[config.mk]
export PLATFORM = sky130hd
export DESIGN_NAME = eet_queue
export DESIGN_NICKNAME = d
export VERILOG_FILES = /design/src/design/eet_pkg.sv /design/src/design/eet_queue.sv
export VERILOG_INCLUDE_DIRS = /design/src /design/src/design
export SDC_FILE = /design/constraint.sdc
export NUM_CORES = 1
export LEC_CHECK = 0
export BUFFER_PORTS_ARGS = -buffer_cell sky130_fd_sc_hd__buf_2
export CAP_MARGIN = 20
export CORE_MARGIN = 2
export CORE_UTILIZATION = 51
export DETAILED_ROUTE_END_ITERATION = 6
export HOLD_SLACK_MARGIN = 0.15
export PLACE_DENSITY_LB_ADDON = 0.1
export SETUP_SLACK_MARGIN = 0.3
export SYNTH_ARGS = -nofsm -noshare
export SYNTH_HDL_FRONTEND = slang
export SYNTH_SLANG_ARGS = --single-unit
[constraint.sdc]
create_clock -name clk -period 3.75 [get_ports clk]
set_clock_uncertainty 0.1 [all_clocks]
set_input_delay 0.5625 -clock clk [delete_from_list [all_inputs] [get_ports clk]]
set_output_delay 0.5625 -clock clk [all_outputs]
set_load 0.05 [all_outputs]
[src/design/assert_macros.svh]
// Assertion helpers shared by the design files. Each expects clk and rst_n
// in scope and is disabled while reset is asserted.
`ifndef ASSERT_MACROS_SVH
`define ASSERT_MACROS_SVH

// The condition holds at every clock edge.
`define ASSERT_ALWAYS(name, cond) \
  name: assert property (@(posedge clk) disable iff (!rst_n) (cond)) \
    else $error("assertion failed");

// Whenever ante holds, cons holds at the same edge.
`define ASSERT_IMPLY(name, ante, cons) \
  name: assert property (@(posedge clk) disable iff (!rst_n) (ante) |-> (cons)) \
    else $error("assertion failed");

// Whenever ante holds, cons holds at the following edge.
`define ASSERT_NEXT(name, ante, cons) \
  name: assert property (@(posedge clk) disable iff (!rst_n) (ante) |=> (cons)) \
    else $error("assertion failed");

`endif

[src/design/eet_pkg.sv]
package eet_pkg;

  localparam int FRAC_BITS   = 30;
  localparam int COORD_WIDTH = 36;
  localparam int TRIG_WIDTH  = 32;

  localparam int CFG_IDX_W  = 3;
  localparam int CFG_DATA_W = (COORD_WIDTH > TRIG_WIDTH) ? COORD_WIDTH : TRIG_WIDTH;

  // Coefficient: trig value or rounded product of two trig values.
  localparam int COEF_W = 2 * TRIG_WIDTH - FRAC_BITS;
  // Operand: a coordinate or a coordinate minus the origin.
  localparam int VAL_W  = COORD_WIDTH + 1;
  localparam int LO_W   = VAL_W / 2;
  localparam int HI_W   = VAL_W - LO_W;
  localparam int PP_W   = COEF_W + HI_W + 1;
  localparam int PROD_W = COEF_W + VAL_W;
  localparam int TERM_W = PROD_W - FRAC_BITS + 1;
  localparam int SUM_W  = TERM_W + 2;
  localparam int KP_W   = 2 * TRIG_WIDTH + 1;

  localparam int NUM_AXES = 3;
  localparam int AXIS_W   = 2;

  localparam int QUEUE_DEPTH = 4;
  localparam int QPTR_W      = $clog2(QUEUE_DEPTH);
  localparam int QCNT_W      = $clog2(QUEUE_DEPTH + 1);

  localparam logic signed [TRIG_WIDTH-1:0] TRIG_ONE =
    $signed(TRIG_WIDTH'(1) << FRAC_BITS);
  localparam logic signed [COORD_WIDTH-1:0] RES_MAX = {1'b0, {(COORD_WIDTH-1){1'b1}}};
  localparam logic signed [COORD_WIDTH-1:0] RES_MIN = {1'b1, {(COORD_WIDTH-1){1'b0}}};

  typedef enum logic [CFG_IDX_W-1:0] {
    REG_SIN_LAT   = CFG_IDX_W'(0),
    REG_COS_LAT   = CFG_IDX_W'(1),
    REG_SIN_LON   = CFG_IDX_W'(2),
    REG_COS_LON   = CFG_IDX_W'(3),
    REG_ORIGIN_EX = CFG_IDX_W'(4),
    REG_ORIGIN_EY = CFG_IDX_W'(5),
    REG_ORIGIN_EZ = CFG_IDX_W'(6)
  } cfg_reg_t;

  typedef enum logic {
    OP_TO_LOCAL = 1'b0,
    OP_TO_ECEF  = 1'b1
  } op_t;

  typedef enum logic [3:0] {
    CS_ZERO,
    CS_SLAT,
    CS_CLAT,
    CS_SLON,
    CS_CLON,
    CS_K_SLCL,
    CS_K_SLSL,
    CS_K_CLCL,
    CS_K_CLSL
  } coef_sel_t;

  typedef struct packed {
    coef_sel_t sel;
    logic      neg;
  } term_ctl_t;

  typedef struct packed {
    logic                          operation;
    logic signed [COORD_WIDTH-1:0] coord_a;
    logic signed [COORD_WIDTH-1:0] coord_b;
    logic signed [COORD_WIDTH-1:0] coord_c;
  } in_item_t;

  typedef struct packed {
    logic signed [COORD_WIDTH-1:0] res_a;
    logic signed [COORD_WIDTH-1:0] res_b;
    logic signed [COORD_WIDTH-1:0] res_c;
    logic                          saturated;
  } out_item_t;

  typedef struct packed {
    logic                    operation;
    logic signed [VAL_W-1:0] v_a;
    logic signed [VAL_W-1:0] v_b;
    logic signed [VAL_W-1:0] v_c;
  } q_item_t;

  typedef struct packed {
    logic signed [COEF_W-1:0]      slat;
    logic signed [COEF_W-1:0]      clat;
    logic signed [COEF_W-1:0]      slon;
    logic signed [COEF_W-1:0]      clon;
    logic signed [COEF_W-1:0]      k_slcl;
    logic signed [COEF_W-1:0]      k_slsl;
    logic signed [COEF_W-1:0]      k_clcl;
    logic signed [COEF_W-1:0]      k_clsl;
    logic signed [COORD_WIDTH-1:0] ox;
    logic signed [COORD_WIDTH-1:0] oy;
    logic signed [COORD_WIDTH-1:0] oz;
  } cfg_state_t;

  // Coefficient and sign of the term in a given result row and operand column.
  // The local-to-earth direction uses the transpose of the forward rotation.
  function automatic term_ctl_t term_ctl(logic op, logic [AXIS_W-1:0] row,
                                         logic [AXIS_W-1:0] col);
    term_ctl_t         t;
    logic [AXIS_W-1:0] r;
    logic [AXIS_W-1:0] c;
    r = (op == OP_TO_ECEF) ? col : row;
    c = (op == OP_TO_ECEF) ? row : col;
    unique case ({r, c})
      4'b00_00: t = '{sel: CS_SLON,   neg: 1'b1};
      4'b00_01: t = '{sel: CS_CLON,   neg: 1'b0};
      4'b01_00: t = '{sel: CS_K_SLCL, neg: 1'b1};
      4'b01_01: t = '{sel: CS_K_SLSL, neg: 1'b1};
      4'b01_10: t = '{sel: CS_CLAT,   neg: 1'b0};
      4'b10_00: t = '{sel: CS_K_CLCL, neg: 1'b0};
      4'b10_01: t = '{sel: CS_K_CLSL, neg: 1'b0};
      4'b10_10: t = '{sel: CS_SLAT,   neg: 1'b0};
      default:  t = '{sel: CS_ZERO,   neg: 1'b0};
    endcase
    return t;
  endfunction

endpackage

[src/design/eet_queue.sv]
module eet_queue
  import eet_pkg::*;
(
  input  logic    clk,
  input  logic    rst_n,
  input  logic    wr,
  input  q_item_t wdata,
  output logic    full,
  input  logic    rd,
  output q_item_t rdata,
  output logic    empty
);

  `include "assert_macros.svh"

  q_item_t           slot_r [QUEUE_DEPTH];
  logic [QPTR_W-1:0] wr_ptr_r, wr_ptr_nxt;
  logic [QPTR_W-1:0] rd_ptr_r, rd_ptr_nxt;
  logic [QCNT_W-1:0] count_r, count_nxt;

  assign full  = (count_r == QCNT_W'(QUEUE_DEPTH));
  assign empty = (count_r == '0);
  assign rdata = slot_r[rd_ptr_r];

  always_comb begin
    wr_ptr_nxt = wr_ptr_r;
    rd_ptr_nxt = rd_ptr_r;
    count_nxt  = count_r;
    if (wr) begin
      wr_ptr_nxt = (wr_ptr_r == QPTR_W'(QUEUE_DEPTH - 1)) ? '0 : wr_ptr_r + 1'b1;
    end
    if (rd) begin
      rd_ptr_nxt = (rd_ptr_r == QPTR_W'(QUEUE_DEPTH - 1)) ? '0 : rd_ptr_r + 1'b1;
    end
    if (wr && !rd) begin
      count_nxt = count_r + 1'b1;
    end else if (rd && !wr) begin
      count_nxt = count_r - 1'b1;
    end
  end

  always_ff @(posedge clk) begin
    if (!rst_n) begin
      wr_ptr_r <= '0;
      rd_ptr_r <= '0;
      count_r  <= '0;
    end else begin
      wr_ptr_r <= wr_ptr_nxt;
      rd_ptr_r <= rd_ptr_nxt;
      count_r  <= count_nxt;
    end
  end

  always_ff @(posedge clk) begin
    if (wr) begin
      slot_r[wr_ptr_r] <= wdata;
    end
  end

  `ASSERT_ALWAYS(a_count_bound, count_r <= QCNT_W'(QUEUE_DEPTH))
  `ASSERT_NEXT(a_count_rise, wr && !rd, count_r == $past(count_r) + 1'b1)

endmodule

### After elaboration in Yosys (flattened, before gate mapping)

Memories as Yosys holds them, arrays and structs flattened. A register that Yosys moved wholly into a read port is not among the register bits.
Cells that the tools add are included.

| storage, ports and cells | value |
|---|---|
| register bits | 7 |
| bits in writable memories | 448 |
| bits of input ports | 116 |
| output and inout bits | 114 |
| word-level logic and storage cells | 25 |
| memories | 1 |

| operators by class | value |
|---|---|
| add/subtract/negate cells | 4 |
| equal/unequal tests | 3 |
| mux-type cells | 8 |
| reductions and logical operators | 6 |

Memories:

| name | words | bits a word | rd ports | clocked after Yosys merged registers in | wr ports | line | source |
|---|---|---|---|---|---|---|---|
| slot_r | 4 | 112 | 1 | 1 | 1 | eet_queue.sv:16 | `q_item_t slot_r [QUEUE_DEPTH];` |

Operators by type and width:

| operator | number |
|---|---|
| $mux W2 | 4 |
| $mux W3 | 2 |
| $add A2 B1 Y2 const B | 2 |
| $eq A2 B2 Y1 const B | 2 |
| $add A3 B1 Y3 const B | 1 |
| $eq A3 B3 Y1 const B | 1 |
| $logic_not A3 Y1 | 1 |
| $sub A3 B1 Y3 const B | 1 |
| $logic_and A1 B1 Y1 | 2 |
| $logic_not A1 Y1 | 2 |
| $mux W1 | 2 |
| $reduce_bool A2 Y1 | 1 |

### Depth between registers and ports, before layout

| depth | value |
|---|---|
| depth after elaboration | 4 |
| mapped depth | 7 |

### Worst setup path after synthesis

No wires, ideal clock.

| timing | value |
|---|---|
| path kind | in2reg |
| from | in wr |
| to | mem slot_r[0][0] (netlist name), enable pin |
| setup time | 0.484 ns |
| data arrival time | 3.139 ns |
| data required time | 3.166 ns |
| path slack | 0.028 ns |
| stages | 1 |
| buffers on the path | 0 |
| cells stage by stage | and2_1 |

| between the ends | value |
|---|---|
| cells in the longest elaborated chain, start to end | 2 |

RTL lines:

| what | line | source |
|---|---|---|
| start: declaration | eet_queue.sv:6 | `input logic wr,` |
| $mux W1 | eet_queue.sv:55 | `if (wr) begin` |
| $mux W1 (implied by the code) | eet_queue.sv:56 | `slot_r[wr_ptr_r] <= wdata;` |
| end: declaration | eet_queue.sv:16 |  |

No other way between the ends.

==> run_results.csv <==
group,metric,value,unit
yosys,xor_and_xnor_fraction_of_the_mapped_netlist_area,0.105,%
layout,flow.area_growth_from_synthesis,25.1,%
clock_network,tritoncts.num_buffers,46,
timing,final_max_slew_viol_count,0,
power,p_leak,0.00712,uW
setup_path,worst_setup_path_endpoint,"rdata[57]",
route,via_cell_ratio,5.32,
layout,multi_input_comb_area,2800,sq um
grt,grt.total_usage,18.8,%
die,io-pin-count,230,
clock_network,post_cts_buffers,0,
yosys,synthesis.yosys.warnings,0,
clock_network,clock_latency,540,ps
route,drt-wirelength-per-cell,21.2,um
yosys,mappedNetlistArea,16700,sq um
clock_network,cts-htree-levels,2,
placement,hpwl,18700,um
setup_path,crit_path_start_kind,"register",
setup_path,cp.arrival,2410,ps
timing,grt_setup_unrepaired,"no",
die,floorplan.initialDensity,51.6,%
yosys,synth-compound-area-share,0.120,%
yosys,yosys.cell_types.count,23,
flow_run,maxCapViolations,0,
route,routed_wl,31500,um
placement,gp_congestion,0.733,
layout,fillerInstances,2251,
clock_network,clk_transition_reported_paths,60,ps
setup_path,r2r-start,"wr_ptr_r[0]$_SDFFE_PN0P_",
die,fp-row-count,66,
yosys,synth_async_sr_flop_share,0,%
yosys,synthMuxAreaShare,15.3,%
yosys,dominant_combinational_cell_family_by_area_after_synthesis,"multiplexers",
timing,hold_viol,0,
timing,finalSetupViolations,0,
yosys,synth_simple_gate_area_share,0.539,%
yosys,synth-main-ff-cell,"edfxtp_1",
route,vias,7890,
die,die-width,185,um
run_status,status,"completed",
setup_path,timing.critical_path.fanout_max,20,
clock_network,ctsLongestPathBuffers,3,
route,route.antenna.remaining_nets,0,
route,drt_iter0_drc,529,
setup_path,critical-path-slowest-cell,"dfxtp_4",
timing,tightest_slew,576,ps
route,drt_drc_violations_left,0,
clock_network,clock-sinks,457,
yosys,netlist_instances,629,
yosys,ys_ff_latch,457,
yosys,synth_nets,752,
yosys,synth.area.top_cells,"edfxtp_1, mux4_2, buf_12, dfxtp_1, ha_1",
power,cellPowerDensity,564,nW/um^2
clock_network,ctsRootBufferMaster,"clkbuf_16",
yosys,synth_largest_type_area_fraction,80.5,%
yosys,post_synth_fa_ha_maj_area_fraction,0.569,%
setup_path,crit_type,"register to output port",
yosys,synthMostInstantiatedCell,"edfxtp_1",
timing,final_min_period_over_clock_period,81.9,%
yosys,ranking_of_synthesized_cells_by_instance_count,"edfxtp_1, mux4_2, buf_12, buf_2, dfxtp_1",
timing,final.setup.tns,0,ps
clock_network,post_cts.resized_instances,0,
setup_path,reg2reg_slack,1650,ps
timing,timing.final.crit_period,3070,ps
die,design.core.area,32400,sq um
clock_network,tritoncts,"yes",
grt,grt.overflow.total,0,
die,chipHeight,185,um
yosys,synth_largest_area_cell,"edfxtp_1",
timing,finalHoldWorstSlack,191,ps
clock_network,post_cts_hold_buffer_count,111,
yosys,synth_area_per_cell,26.6,sq um
setup_path,timing.critical_path.cells,"buf_4 -> mux4_2 -> buf_2",
setup_path,capturing_point_of_the_worst_reg2reg_path,"slot_r[3][29]$_DFFE_PP_",
setup_path,critPathCaptureType,"output port",
timing,fmax,0.326,GHz
layout,final_layout_size_suffix_gt1_share,40.9,%
power,ir_drop_worst_case_vdd,0.436,mV
layout,combined_flip_flop_and_latch_cell_area,13600,sq um
grt,maximum_number_of_pins_on_one_net_before_global_route_repair,61,
hold_path,min-delay-path-class,"input port to register",
layout,final_nets,1130,
route,detail_route.first_pass.iterations,5,
setup_path,required,3090,ps
setup_path,worst_path_largest_cell_delay,630,ps
timing,slew_headroom,61.6,%
grt,grt_first_pass_wirelength,48400,um
grt,grt_antenna_before_repair,3,
yosys,synth-edff-count,448,
setup_path,r2r.worst_path.cells,3,
placement,quantity_of_i_o_buffers_inserted_on_ports,229,
grt,grt_pass1_vias,8603,
die,floorplan.die_area,34200,sq um
yosys,seq_area_frac_synth,81.6,%
critical path: cells and delay by family (launching register included):
kind     cells  cell delay (ps)
mux          1              570
flops        1              630
buf+inv      2              660
routing by layer:
metal,GRT usage (%),part of all wire (%),up-vias
met5,0,0.057,-
met4,4.73,1.7,4
met3,4.62,6.3,43
met2,31.8,51,226
met1,25.0,41,4139
li1,-,-,3478
report_power, final:
group,leakage (uW),switching (uW),internal [uW]
registers,0.00419,75.4,5850
clock network,0.000714,1780,2550
logic,0.00222,1030,503
total,0.00712,2880,8910
per-stage QoR:
stage | std cells | total power (uW) | worst slack, ps | cell area, sq um | util (%)
after detailed placement | 1290 | 7500 | 1170 | 18400 | 56.7
after global routing | 1483 | 12200 | 516 | 20900 | 64.6
after global placement | 1290 | 7460 | 1170 | 18400 | 56.7
after floorplan | 629 | 7100 | 1260 | 16700 | -
after CTS | 1483 | 11900 | 582 | 20900 | 64.6
final | 1484 | 11800 | 681 | 20900 | 64.6
how the worst min path moves through the flow:
stage                                  startpoint                       to  cells past startpoint
final                                   wdata[21]  slot_r[2][21]$_DFFE_PP_                      1
after global routing                    wdata[21]  slot_r[1][21]$_DFFE_PP_                      1
after CTS                               wdata[21]  slot_r[2][21]$_DFFE_PP_                      1
after detailed placement  count_r[2]$_SDFFE_PN0P_  count_r[2]$_SDFFE_PN0P_                      2
after global placement    count_r[2]$_SDFFE_PN0P_  count_r[2]$_SDFFE_PN0P_                      2
after floorplan           count_r[2]$_SDFFE_PN0P_  count_r[2]$_SDFFE_PN0P_                      2
area by class of cell:
| cell class | instances | area share [%] |
|---|---|---|
| Timing Repair Buffer | 355 | 11.8 |
| Tap cell | 442 | 2.65 |
| Multi-Input combinational cell | 143 | 13.4 |
| Sequential cell | 457 | 65.3 |
| Clock buffer | 51 | 5.70 |
| Inverter | 4 | 0.0718 |
| Clock inverter | 31 | 1.17 |
| Antenna cell | 1 | 0.0120 |
layout by cell type, fill, tap and decap left out, drive strengths merged:
cell type    count
xor2             1
clkinv          26
or3              1
nor3             2
nor2b            5
clkbuf          51
ha               6
dlygate4sd3    111
nor2             1
mux4           112
inv              5
dfxtp            9
fa               1
xnor2            1
nor3b            1
and2             5
o21a             1
edfxtp         448
buf            244
o21ai            1
bufinv           4
a21boi           1
mux2i            4
diode            1
kinds of logic after synthesis:
kind of cell / count (synthesis)
simple gates: 15
flops: 457
xor+xnor: 2
fa+ha+maj: 7
mux: 116
buf+inv: 29
compound gates: 3
registers in the layout (all words and copies together) (netlist names), named ones only:
signal and cells:
count_r 3, wr_ptr_r 2, slot_r 448, rd_ptr_r 2
Power figures use the tool's default switching activity.
