--- config.mk ---
export PLATFORM = sky130hd
export DESIGN_NAME = eet_front
export DESIGN_NICKNAME = d
export VERILOG_FILES = /design/src/design/eet_pkg.sv /design/src/design/eet_front.sv
export VERILOG_INCLUDE_DIRS = /design/src /design/src/design
export SDC_FILE = /design/constraint.sdc
export NUM_CORES = 1
export LEC_CHECK = 0
export ABC_AREA = 1
export BUFFER_PORTS_ARGS = -buffer_cell sky130_fd_sc_hd__buf_2
export CORE_AREA = 3 3 237 239
export CTS_CLUSTER_DIAMETER = 150
export DETAILED_ROUTE_END_ITERATION = 16
export DIE_AREA = 0 0 240 242
export PLACE_DENSITY_LB_ADDON = 0.15
export SETUP_SLACK_MARGIN = 0.4
export SLEW_MARGIN = 20
export SYNTH_ARGS = -nofsm -noshare
export SYNTH_HDL_FRONTEND = slang
export SYNTH_SLANG_ARGS = --single-unit
--- constraint.sdc ---
create_clock -name clk -period 9.4 [get_ports clk]
set_clock_uncertainty 0.15 [all_clocks]
set_input_delay 0.94 -clock clk [delete_from_list [all_inputs] [get_ports clk]]
set_output_delay 0.94 -clock clk [all_outputs]
set_load 0.01 [all_outputs]
--- src/design/assert_macros.svh ---
// Assertion helpers shared by the design files. Each expects clk and rst_n
// in scope and is disabled while reset is asserted.
`ifndef ASSERT_MACROS_SVH
`define ASSERT_MACROS_SVH

// The condition holds at every clock edge.
`define ASSERT_ALWAYS(name, cond) \
  name: assert property (@(posedge clk) disable iff (!rst_n) (cond)) \
    else $error("assertion failed");

// Whenever ante holds, cons holds at the same edge.
`define ASSERT_IMPLY(name, ante, cons) \
  name: assert property (@(posedge clk) disable iff (!rst_n) (ante) |-> (cons)) \
    else $error("assertion failed");

// Whenever ante holds, cons holds at the following edge.
`define ASSERT_NEXT(name, ante, cons) \
  name: assert property (@(posedge clk) disable iff (!rst_n) (ante) |=> (cons)) \
    else $error("assertion failed");

`endif

--- src/design/eet_pkg.sv ---
package eet_pkg;

  localparam int FRAC_BITS   = 30;
  localparam int COORD_WIDTH = 36;
  localparam int TRIG_WIDTH  = 32;

  localparam int CFG_IDX_W  = 3;
  localparam int CFG_DATA_W = (COORD_WIDTH > TRIG_WIDTH) ? COORD_WIDTH : TRIG_WIDTH;

  // Coefficient: trig value or rounded product of two trig values.
  localparam int COEF_W = 2 * TRIG_WIDTH - FRAC_BITS;
  // Operand: a coordinate or a coordinate minus the origin.
  localparam int VAL_W  = COORD_WIDTH + 1;
  localparam int LO_W   = VAL_W / 2;
  localparam int HI_W   = VAL_W - LO_W;
  localparam int PP_W   = COEF_W + HI_W + 1;
  localparam int PROD_W = COEF_W + VAL_W;
  localparam int TERM_W = PROD_W - FRAC_BITS + 1;
  localparam int SUM_W  = TERM_W + 2;
  localparam int KP_W   = 2 * TRIG_WIDTH + 1;

  localparam int NUM_AXES = 3;
  localparam int AXIS_W   = 2;

  localparam int QUEUE_DEPTH = 4;
  localparam int QPTR_W      = $clog2(QUEUE_DEPTH);
  localparam int QCNT_W      = $clog2(QUEUE_DEPTH + 1);

  localparam logic signed [TRIG_WIDTH-1:0] TRIG_ONE =
    $signed(TRIG_WIDTH'(1) << FRAC_BITS);
  localparam logic signed [COORD_WIDTH-1:0] RES_MAX = {1'b0, {(COORD_WIDTH-1){1'b1}}};
  localparam logic signed [COORD_WIDTH-1:0] RES_MIN = {1'b1, {(COORD_WIDTH-1){1'b0}}};

  typedef enum logic [CFG_IDX_W-1:0] {
    REG_SIN_LAT   = CFG_IDX_W'(0),
    REG_COS_LAT   = CFG_IDX_W'(1),
    REG_SIN_LON   = CFG_IDX_W'(2),
    REG_COS_LON   = CFG_IDX_W'(3),
    REG_ORIGIN_EX = CFG_IDX_W'(4),
    REG_ORIGIN_EY = CFG_IDX_W'(5),
    REG_ORIGIN_EZ = CFG_IDX_W'(6)
  } cfg_reg_t;

  typedef enum logic {
    OP_TO_LOCAL = 1'b0,
    OP_TO_ECEF  = 1'b1
  } op_t;

  typedef enum logic [3:0] {
    CS_ZERO,
    CS_SLAT,
    CS_CLAT,
    CS_SLON,
    CS_CLON,
    CS_K_SLCL,
    CS_K_SLSL,
    CS_K_CLCL,
    CS_K_CLSL
  } coef_sel_t;

  typedef struct packed {
    coef_sel_t sel;
    logic      neg;
  } term_ctl_t;

  typedef struct packed {
    logic                          operation;
    logic signed [COORD_WIDTH-1:0] coord_a;
    logic signed [COORD_WIDTH-1:0] coord_b;
    logic signed [COORD_WIDTH-1:0] coord_c;
  } in_item_t;

  typedef struct packed {
    logic signed [COORD_WIDTH-1:0] res_a;
    logic signed [COORD_WIDTH-1:0] res_b;
    logic signed [COORD_WIDTH-1:0] res_c;
    logic                          saturated;
  } out_item_t;

  typedef struct packed {
    logic                    operation;
    logic signed [VAL_W-1:0] v_a;
    logic signed [VAL_W-1:0] v_b;
    logic signed [VAL_W-1:0] v_c;
  } q_item_t;

  typedef struct packed {
    logic signed [COEF_W-1:0]      slat;
    logic signed [COEF_W-1:0]      clat;
    logic signed [COEF_W-1:0]      slon;
    logic signed [COEF_W-1:0]      clon;
    logic signed [COEF_W-1:0]      k_slcl;
    logic signed [COEF_W-1:0]      k_slsl;
    logic signed [COEF_W-1:0]      k_clcl;
    logic signed [COEF_W-1:0]      k_clsl;
    logic signed [COORD_WIDTH-1:0] ox;
    logic signed [COORD_WIDTH-1:0] oy;
    logic signed [COORD_WIDTH-1:0] oz;
  } cfg_state_t;

  // Coefficient and sign of the term in a given result row and operand column.
  // The local-to-earth direction uses the transpose of the forward rotation.
  function automatic term_ctl_t term_ctl(logic op, logic [AXIS_W-1:0] row,
                                         logic [AXIS_W-1:0] col);
    term_ctl_t         t;
    logic [AXIS_W-1:0] r;
    logic [AXIS_W-1:0] c;
    r = (op == OP_TO_ECEF) ? col : row;
    c = (op == OP_TO_ECEF) ? row : col;
    unique case ({r, c})
      4'b00_00: t = '{sel: CS_SLON,   neg: 1'b1};
      4'b00_01: t = '{sel: CS_CLON,   neg: 1'b0};
      4'b01_00: t = '{sel: CS_K_SLCL, neg: 1'b1};
      4'b01_01: t = '{sel: CS_K_SLSL, neg: 1'b1};
      4'b01_10: t = '{sel: CS_CLAT,   neg: 1'b0};
      4'b10_00: t = '{sel: CS_K_CLCL, neg: 1'b0};
      4'b10_01: t = '{sel: CS_K_CLSL, neg: 1'b0};
      4'b10_10: t = '{sel: CS_SLAT,   neg: 1'b0};
      default:  t = '{sel: CS_ZERO,   neg: 1'b0};
    endcase
    return t;
  endfunction

endpackage

--- src/design/eet_front.sv ---
module eet_front
  import eet_pkg::*;
(
  input  logic       clk,
  input  logic       rst_n,
  input  logic       in_valid,
  output logic       in_stall,
  input  in_item_t   in_data,
  input  cfg_state_t cfg,
  output logic       q_wr,
  output q_item_t    q_wdata,
  input  logic       q_full
);

  `include "assert_macros.svh"

  logic     f_valid_r, f_valid_nxt;
  in_item_t f_item_r;
  logic     accept;

  logic signed [VAL_W-1:0] a_ext, b_ext, c_ext;

  assign in_stall = f_valid_r && q_full;
  assign accept   = in_valid && !in_stall;
  assign q_wr     = f_valid_r && !q_full;

  always_comb begin
    f_valid_nxt = f_valid_r;
    if (accept) begin
      f_valid_nxt = 1'b1;
    end else if (q_wr) begin
      f_valid_nxt = 1'b0;
    end
  end

  always_ff @(posedge clk) begin
    if (!rst_n) begin
      f_valid_r <= 1'b0;
    end else begin
      f_valid_r <= f_valid_nxt;
    end
  end

  always_ff @(posedge clk) begin
    if (accept) begin
      f_item_r <= in_data;
    end
  end

  // Forward items are moved to the origin here; reverse items pass as they are.
  always_comb begin
    a_ext = VAL_W'(f_item_r.coord_a);
    b_ext = VAL_W'(f_item_r.coord_b);
    c_ext = VAL_W'(f_item_r.coord_c);
    q_wdata.operation = f_item_r.operation;
    if (f_item_r.operation == OP_TO_ECEF) begin
      q_wdata.v_a = a_ext;
      q_wdata.v_b = b_ext;
      q_wdata.v_c = c_ext;
    end else begin
      q_wdata.v_a = a_ext - VAL_W'(cfg.ox);
      q_wdata.v_b = b_ext - VAL_W'(cfg.oy);
      q_wdata.v_c = c_ext - VAL_W'(cfg.oz);
    end
  end

  `ASSERT_NEXT(a_front_hold, f_valid_r && q_full, f_valid_r && $stable(f_item_r))

endmodule

Word-level counts from Yosys, hierarchy flattened:

Cells that the tools add are included.

* register bits: 110
* bits of input ports: 493
* output and inout port bits: 114
* logic and storage cells: 17

* $add $sub $neg: 3
* mux-type cells: 3
* reductions and logical operators: 6

Operators with widths (number)
* two-way mux 111 bit: 1
* subtractor 36 x 36 -> 37 bit: 3
* logical AND 1 bit: 3
* logical NOT 1 bit: 2
* two-way mux 1 bit: 2
* nonzero test 2 bit: 1

Logic depth before layout (Yosys ltp):

Gate-level depths: netlist of run 1.

* depth after elaboration: 4
* gate-level depth with buffers: 15
* mapped depth without buffers: 15

Least setup slack after synthesis of run 1:

No wires, ideal clock.

* path kind: input to register
* start: in q_full
* end: reg f_item_r, in the netlist a_ext[0], enable pin
* setup time: 0.578 ns
* arrival time: 5.621 ns
* data required time: 8.672 ns
* setup slack: 3.051 ns
* stages on the path: 3
* path buffers: 0
* path through: nand2_1 > inv_1 > nor2_1

* cells in the longest elaborated chain, start to end: 3

Ends and longest elaborated chain
* start: declaration: line eet_front.sv:12 `input logic q_full`
* logical AND 1 bit: line eet_front.sv:23 `assign in_stall = f_valid_r && q_full;`
* via in_stall: line eet_front.sv:7 `output logic in_stall,`
* logical NOT 1 bit: line eet_front.sv:24 `assign accept = in_valid && !in_stall;`
* logical AND 1 bit: line eet_front.sv:24
* via accept: line eet_front.sv:19 `logic accept;`
* end signal: assignment: line eet_front.sv:46 `f_item_r <= in_data;`
* end: declaration: line eet_front.sv:18 `in_item_t f_item_r;`

The timed path passes the listed nets, and every way through them passes these cells.
A chain may end at the register's enable or synchronous reset.

==> results of run 1 <==
-- registers in the layout, indices dropped and copies added, names as in the netlist --
signal / cells
b_ext: 36
c_ext: 36
a_ext: 36
f_valid_r: 1
q_wdata: 1
-- synthesized netlist by cell type --
library cell and instances:
sky130_fd_sc_hd__a21boi_0 1, sky130_fd_sc_hd__a21oi_1 102, sky130_fd_sc_hd__a31oi_1 6, sky130_fd_sc_hd__and2_1 7, sky130_fd_sc_hd__buf_2 5, sky130_fd_sc_hd__buf_4 1
sky130_fd_sc_hd__clkbuf_1 18, sky130_fd_sc_hd__clkinv_1 1, sky130_fd_sc_hd__dfxtp_1 1, sky130_fd_sc_hd__edfxtp_1 109, sky130_fd_sc_hd__fa_1 3, sky130_fd_sc_hd__ha_1 108
sky130_fd_sc_hd__inv_1 396, sky130_fd_sc_hd__nand2_1 779, sky130_fd_sc_hd__nand2_2 21, sky130_fd_sc_hd__nand3_1 140, sky130_fd_sc_hd__nand3_2 20, sky130_fd_sc_hd__nand3b_1 11
sky130_fd_sc_hd__nand4_1 1, sky130_fd_sc_hd__nor2_1 182, sky130_fd_sc_hd__nor2_2 2, sky130_fd_sc_hd__nor3_1 30, sky130_fd_sc_hd__nor3_2 1, sky130_fd_sc_hd__o21ai_0 75
sky130_fd_sc_hd__o21ai_1 13, sky130_fd_sc_hd__o21bai_1 15, sky130_fd_sc_hd__or2_1 6, sky130_fd_sc_hd__or2_2 10, sky130_fd_sc_hd__xnor2_1 28, sky130_fd_sc_hd__xor2_1 1
-- through the flow --
| step | hold slack, ns | setup slack, ns | cell area, um^2 | power [mW] | instances |
|---|---|---|---|---|---|
| 2_1_floorplan | 0.313 | 3.05 | 12700 | 1.11 | 2093 |
| 4_1_cts | 0.354 | 5.05 | 15500 | 1.91 | 3119 |
| 3_3_place_gp | 0.329 | 5.06 | 15200 | 1.41 | 3103 |
| 3_5_place_dp | 0.342 | 5.06 | 15200 | 1.41 | 3103 |
| 5_1_grt | 0.412 | 4.85 | 15500 | 2.03 | 3120 |
| 6_report | 0.353 | 5.07 | 15500 | 1.88 | 3123 |
-- worst max-delay path, delay by kind of cell --
kind	cells	cell delay, ns
and+or+nand+nor	6	0.69
adders and majority gates	2	0.59
buffers and inverters	3	0.47
AOI/OAI and AO/OA	1	0.46
xor gates and xnor gates	1	0.09
-- kinds of logic (layout without fill, tap and decap cells) --
group | Yosys count | in the layout | share of synthesized area [%]
buffers and inverters | 421 | 751 | 12.5
adder cells (fa/ha/maj) | 111 | 111 | 11.1
AO/OA/AOI/OAI | 212 | 212 | 8.73
AND/OR/NAND/NOR | 1210 | 1210 | 39.7
other | 0 | 4 | 0
flip-flops | 110 | 110 | 25.9
XOR/XNOR | 29 | 29 | 2.00
-- final timing paths --
path	start	endpoint	slack [ns]	depth (start not counted)
max	cfg[0]	q_wdata[16]	5.07	13
min	f_valid_r	f_valid_r	0.35	2
max reg2reg	f_valid_r	a_ext[25]	7.56	4
min reg2reg	f_valid_r	f_valid_r	0.35	2
-- final cells by class --
| class | instances | area, um^2 |
|---|---|---|
| fillers | 6181 | 38500 |
| multi-input cells | 1562 | 7830 |
| flip-flops and latches | 110 | 3290 |
| repair buffers | 338 | 1710 |
| inverters | 397 | 1490 |
| well taps | 696 | 871 |
| clock buffers | 9 | 225 |
| clock inverters | 7 | 111 |
| diodes | 4 | 10.0 |
-- power by group through the flow --
stage	logic [mW]	clock network (mW)	registers, mW
6_report	0.805	0.481	0.593
4_1_cts	0.810	0.505	0.593
5_1_grt	0.914	0.516	0.596
2_1_floorplan	0.512	0	0.600
3_5_place_dp	0.805	0	0.604
3_3_place_gp	0.807	0	0.603
-- routing by layer --
metal	global-route usage (%)	up-vias	wire, um
li1	-	7206	-
met1	25.1	6079	26100
met2	25.0	424	19900
met3	4.75	52	3810
met4	3.61	16	615
met5	0	-	105
==> flow_summary.toml, run 1 <==
[clock_tree]
tritoncts = "yes"
cts_root_buf = "sky130_fd_sc_hd__clkbuf_16"
number_of_buffers_inserted_by_hold_repair_at_cts = 0
number_of_cts_inserted_buffers = 9
post_cts_resize_count = 0
clk_pin_slew_worst_paths_ns = 0.09
worst_skew_pair.late_latency_ns = 0.40
clock_tree_sinks = 110
cts-root-to-sink-buffers = 2
postCtsSetupRepairBufs = 0
cts_max_level = 3

[placement]
portBuffers = 334
detailedPlacementHpwl_um = 41900
finalWeightedCongestion = 0.910

[synthesis]
syn_area_per_cell_um2 = 6.07
post_synth_instance_area_mm2 = 0.0127
postSynthRegisterBits = 110
ys_warns = 0
synthDominantCellAreaShare_pct = 25.8
syn_nets = 2697
synth_cells = 2093
synthTopCellsByArea = "sky130_fd_sc_hd__edfxtp_1 26%, sky130_fd_sc_hd__nand2_1 23%, sky130_fd_sc_hd__inv_1 12%, sky130_fd_sc_hd__ha_1 11%, sky130_fd_sc_hd__nand3_1 5.5%"
post_synthesis_cell_type_with_the_largest_combined_area = "sky130_fd_sc_hd__edfxtp_1"
synth_cell_types = 30
yosysSeqAreaShare_pct = 25.9

[timing]
final.min_clock_period_ns = 4.33
final-max-slew-violation-count = 0
period_share_pct = 46.0
final-hold-violation-count = 0
maxClockFrequency_ghz = 0.231
max-slew-margin-rel_pct = 30.3
grt_setup_unrepaired = "false"
finalSetupTns_ns = 0
transition_time_at_the_pin_with_the_least_slew_margin_ns = 1.05
setup-violations-final = 0

[layout]
commonest_non_fill_non_tap_cell_in_the_layout = "sky130_fd_sc_hd__nand2_1"
layout-drive-gt1-share_pct = 16.9
areaGrowthSynthToFinish_pct = 22.4
layout.cells.most_common_list = "779 x sky130_fd_sc_hd__nand2_1, 396 x sky130_fd_sc_hd__inv_1, 334 x sky130_fd_sc_hd__buf_2"
fin_nets = 3022
post_layout_util_pct = 28.8

[setup_path]
slowest_delay_ns = 0.46
critical_path.cell_chain = "buf_2 -> ha_1 -> fa_1 -> inv_1 -> nand3_1 -> nand3_2 -> nand2_1 -> nand3_2 -> nand2_1 -> nand2_2 -> xnor2_1 -> o21ai_0 -> buf_2"
cp_slowest_cell = "sky130_fd_sc_hd__o21ai_0"
worst-endpoint-arrival_ns = 3.24
timing.setup.critical_path_class = "input pin to output port"
critical_path.startpoint_type = "input pin"
required_ns = 8.31
cp-end-kind = "output port"
cp_max_fo = 4

[global_route]
globalRoute.totalOverflow = 0
grt_pass1_vias = 13521
grt_use_total_pct = 17.2
first_pass_grt_wire_length_um = 77400
grt_max_degree = 152
grt_antenna_before_repair = 12

[pwr]
comb_power_share_pct = 42.9
power.share.switching_pct = 41.4
power_report.internal_total_mw = 1.10
proportion_of_power_drawn_by_the_clock_network_pct = 25.6
p_switching_uw = 778
power.leakage_nw = 8.72
max-vdd-ir-drop_v = 0.000100
seq_power_share_pct = 31.6
p_per_area_mw_per_mm2 = 121

[floorplan]
fp.dieArea_mm2 = 0.0581
std_cell_rows = 85
design.portCount = 607
floorplan.initialDensity_pct = 23.5
die_y_um = 242
die_width_um = 240
core_region_area_mm2 = 0.0540

[status]
outcome = "finished clean"

[worst_hold_path]
min-delay-path-class = "flip-flop to flip-flop"

[route]
via_count = 13777
route.detailed.drc = 0
detailedRoute.firstPassIterationCount = 5
drt_first_iter_violations = 788
dr_wl_cell_um = 16.2
routed_via_density = 4.41
finalWirelength_um = 50500
route.antenna.remaining_nets = 0

[job]
drv_cap = 0
No activity file was read; power rests on OpenSTA's default activity.
==> run 2, diff against run 1 <==
ABC_AREA = 0   (was 1)
CORE_AREA = 3 3 238 240   (was 3 3 237 239)
DIE_AREA = 0 0 241 243   (was 0 0 240 242)
clock period = 3.54 ns   (was 9.4 ns; I/O delays follow)
==> flow_summary.toml, run 2 <==
[status]
outcome = "finished with violations"
violations = "negative setup slack"

[synthesis]
postSynth.asyncResetShare_pct = 0
netlist_top_cells_count = "167 x sky130_fd_sc_hd__nand2_1, 138 x sky130_fd_sc_hd__o21ai_0, 136 x sky130_fd_sc_hd__inv_1, 109 x sky130_fd_sc_hd__edfxtp_1, 108 x sky130_fd_sc_hd__ha_1"
synth-edff-count = 109
post_synth_instance_area_mm2 = 0.0108
synth_cell_types = 75
ys_dominant_reg_cell = "sky130_fd_sc_hd__edfxtp_1"
syn_nets = 1919
yosysSeqAreaShare_pct = 30.5
postSynthRegisterBits = 110
post_synth_and_or_nand_nor_area_fraction_pct = 16.6
yosysMostFrequentCell = "sky130_fd_sc_hd__nand2_1"
compound_gate_portion_of_the_synthesized_area_pct = 26.2
synthMuxAreaShare_pct = 0.882
synthTopCellsByArea = "sky130_fd_sc_hd__edfxtp_1 30%, sky130_fd_sc_hd__ha_1 13%, sky130_fd_sc_hd__o21ai_0 6.4%, sky130_fd_sc_hd__nand2_1 5.8%, sky130_fd_sc_hd__a21oi_1 4.7%"
synth_top_family_by_area = "compound AO/OA/AOI/OAI gates"
synth-adder-area-share_pct = 13.1
synth_cells = 1315
synth-xor-area-share_pct = 6.33
post_synthesis_cell_type_with_the_largest_combined_area = "sky130_fd_sc_hd__edfxtp_1"
ys_warns = 0
synthDominantCellAreaShare_pct = 30.3
syn_area_per_cell_um2 = 8.20

[setup_path]
cp-end-kind = "output port"
critical_path.cell_chain = "ha_1 -> nor2b_4 -> o31ai_4 -> a21oi_2 -> or4b_4 -> a311oi_4 -> nor3_4 -> o31ai_2 -> buf_4 -> mux2i_1 -> a311oi_2 -> buf_2"
cp_slowest_cell = "sky130_fd_sc_hd__or4b_4"
timing.setup.critical_path_class = "flip-flop to output port"
reg2reg_slack_ns = 1.64
required_ns = 3.04
critical_path.startpoint_type = "flip-flop"
worst-endpoint-arrival_ns = 3.52
slowest_delay_ns = 0.54
cp_max_fo = 3
path_buf_inv = 2
kind_of_cell_with_the_highest_combined_delay_on_the_critical_path = "compound AO/OA/AOI/OAI gates"

[pwr]
comb_power_share_pct = 51.7
proportion_of_power_drawn_by_the_clock_network_pct = 19.5
power.share.switching_pct = 38.5
p_per_area_mw_per_mm2 = 303
power_report.internal_total_mw = 3.36
max-vdd-ir-drop_v = 0.000250
seq_power_share_pct = 28.8
power.leakage_nw = 8.16
p_switching_mw = 2.10

[clock_tree]
cts-root-to-sink-buffers = 2
clock_tree_sinks = 110
cts_root_buf = "sky130_fd_sc_hd__clkbuf_16"
worst_skew_pair.late_latency_ns = 0.39
number_of_cts_inserted_buffers = 9
clk_pin_slew_worst_paths_ns = 0.08
cts_max_level = 3
tritoncts = "yes"

[timing]
maxClockFrequency_ghz = 0.248
transition_time_at_the_pin_with_the_least_slew_margin_ns = 0.873
period_share_pct = 114
finalSetupTns_ns = -8.31
final.min_clock_period_ns = 4.03
final-max-slew-violation-count = 0
max-slew-margin-rel_pct = 41.8
layout_setup_ws_ns = -0.485
final-hold-violation-count = 0
setup-violations-final = 44
fin_worst_hold_slack_ns = 0.0411
grt_setup_unrepaired = "true"

[global_route]
grt_max_degree = 148
globalRoute.totalOverflow = 0
grt_pass1_vias = 12194
grt_antenna_before_repair = 13
first_pass_grt_wire_length_um = 68100
grt_use_total_pct = 14.9

[layout]
areaGrowthSynthToFinish_pct = 67.1
layout.cells.most_common_list = "316 x sky130_fd_sc_hd__buf_2, 164 x sky130_fd_sc_hd__nand2_1, 157 x sky130_fd_sc_hd__buf_4"
fin_nets = 2524
layout-drive-gt1-share_pct = 40.5
post_layout_util_pct = 32.8
commonest_non_fill_non_tap_cell_in_the_layout = "sky130_fd_sc_hd__buf_2"

[route]
route.detailed.drc = 0
drt_first_iter_violations = 446
routed_via_density = 4.53
via_count = 11939
dr_wl_cell_um = 17.1
finalWirelength_um = 45100
detailedRoute.firstPassIterationCount = 5
route.antenna.remaining_nets = 0

[placement]
detailedPlacementHpwl_um = 35300
pre_cts_slack_ns = -0.340
finalWeightedCongestion = 0.838
portBuffers = 334

[floorplan]
die_y_um = 243
design.portCount = 607
floorplan.initialDensity_pct = 19.7
die_width_um = 241
fp.dieArea_mm2 = 0.0586
std_cell_rows = 86
core_region_area_mm2 = 0.0549

[worst_hold_path]
min-delay-path-class = "input pin to flip-flop"

[job]
drv_cap = 0
-- run 2: cell count changes after synthesis, moves of 17 or more --
cell	delta
sky130_fd_sc_hd__a21o_1	+63
sky130_fd_sc_hd__nand2b_1	+18
sky130_fd_sc_hd__inv_1	-260
sky130_fd_sc_hd__nand3_2	-20
sky130_fd_sc_hd__o211ai_1	+17
sky130_fd_sc_hd__xor2_1	+37
sky130_fd_sc_hd__nand2_1	-612
sky130_fd_sc_hd__nor2_1	-123
sky130_fd_sc_hd__o21ai_0	+63
sky130_fd_sc_hd__nand2_2	-21
sky130_fd_sc_hd__nand3_1	-114
sky130_fd_sc_hd__clkbuf_1	+25
-- run 2: stage by stage --
stage	cell area [um^2]	total power, mW	instances
5_1_grt	18000	5.85	2632
3_5_place_dp	14400	3.77	2456
3_3_place_gp	14400	3.77	2456
4_1_cts	17100	5.32	2606
2_1_floorplan	10900	2.84	1315
6_report	18000	5.47	2634
-- run 2: kinds of logic after synthesis --
logic type,Yosys count
and+or+nand+nor,381
xor gates and xnor gates,78
DFF,110
AOI/OAI and AO/OA,443
adders and majority gates,111
buffers and inverters,183
muxes,9
-- run 2: layer usage --
layer / part of all wire, % / track usage, %
met1: 48 / 20.6
met2: 42 / 22.6
met3: 7.8 / 4.91
met4: 1.4 / 3.18
met5: 0.19 / 0
-- run 2: final timing paths --
kind                               endpoint      start  cells past startpoint
worst max-delay path            q_wdata[70]   b_ext[1]                     12
worst min-delay path              f_valid_r   in_valid                      2
worst max register to register     a_ext[8]  f_valid_r                      3
worst min register to register    f_valid_r  f_valid_r                      2
-- run 2: timing repair --
| item | 4_1_cts | 5_1_grt |
|---|---|---|
| resized for setup | 277 | 154 |
| setup buffers | 25 | 23 |
| hold endpoints to repair | 109 | 0 |
| hold buffers | 109 | 0 |
| endpoints found under the setup margin | 85 | 89 |
| pin swaps | 116 | 81 |
-- run 2: final cells by class --
| class | instances | area, um^2 |
|---|---|---|
| Fill cell | 5808 | 36900 |
| Multi-Input combinational cell | 1022 | 8520 |
| Timing Repair Buffer | 640 | 4540 |
| Sequential cell | 110 | 3290 |
| Tap cell | 704 | 881 |
| Inverter | 137 | 514 |
| Clock buffer | 11 | 233 |
| Clock inverter | 5 | 35.0 |
| Antenna cell | 5 | 12.5 |
-- run 2: power by group through the flow --
stage | registers [mW] | logic, mW | clock network [mW]
global route | 1.58 | 3.09 | 1.17
global placement | 1.60 | 2.17 | 0
CTS | 1.57 | 2.60 | 1.15
detailed placement | 1.60 | 2.17 | 0
finish | 1.58 | 2.83 | 1.07
floorplan | 1.59 | 1.25 | 0
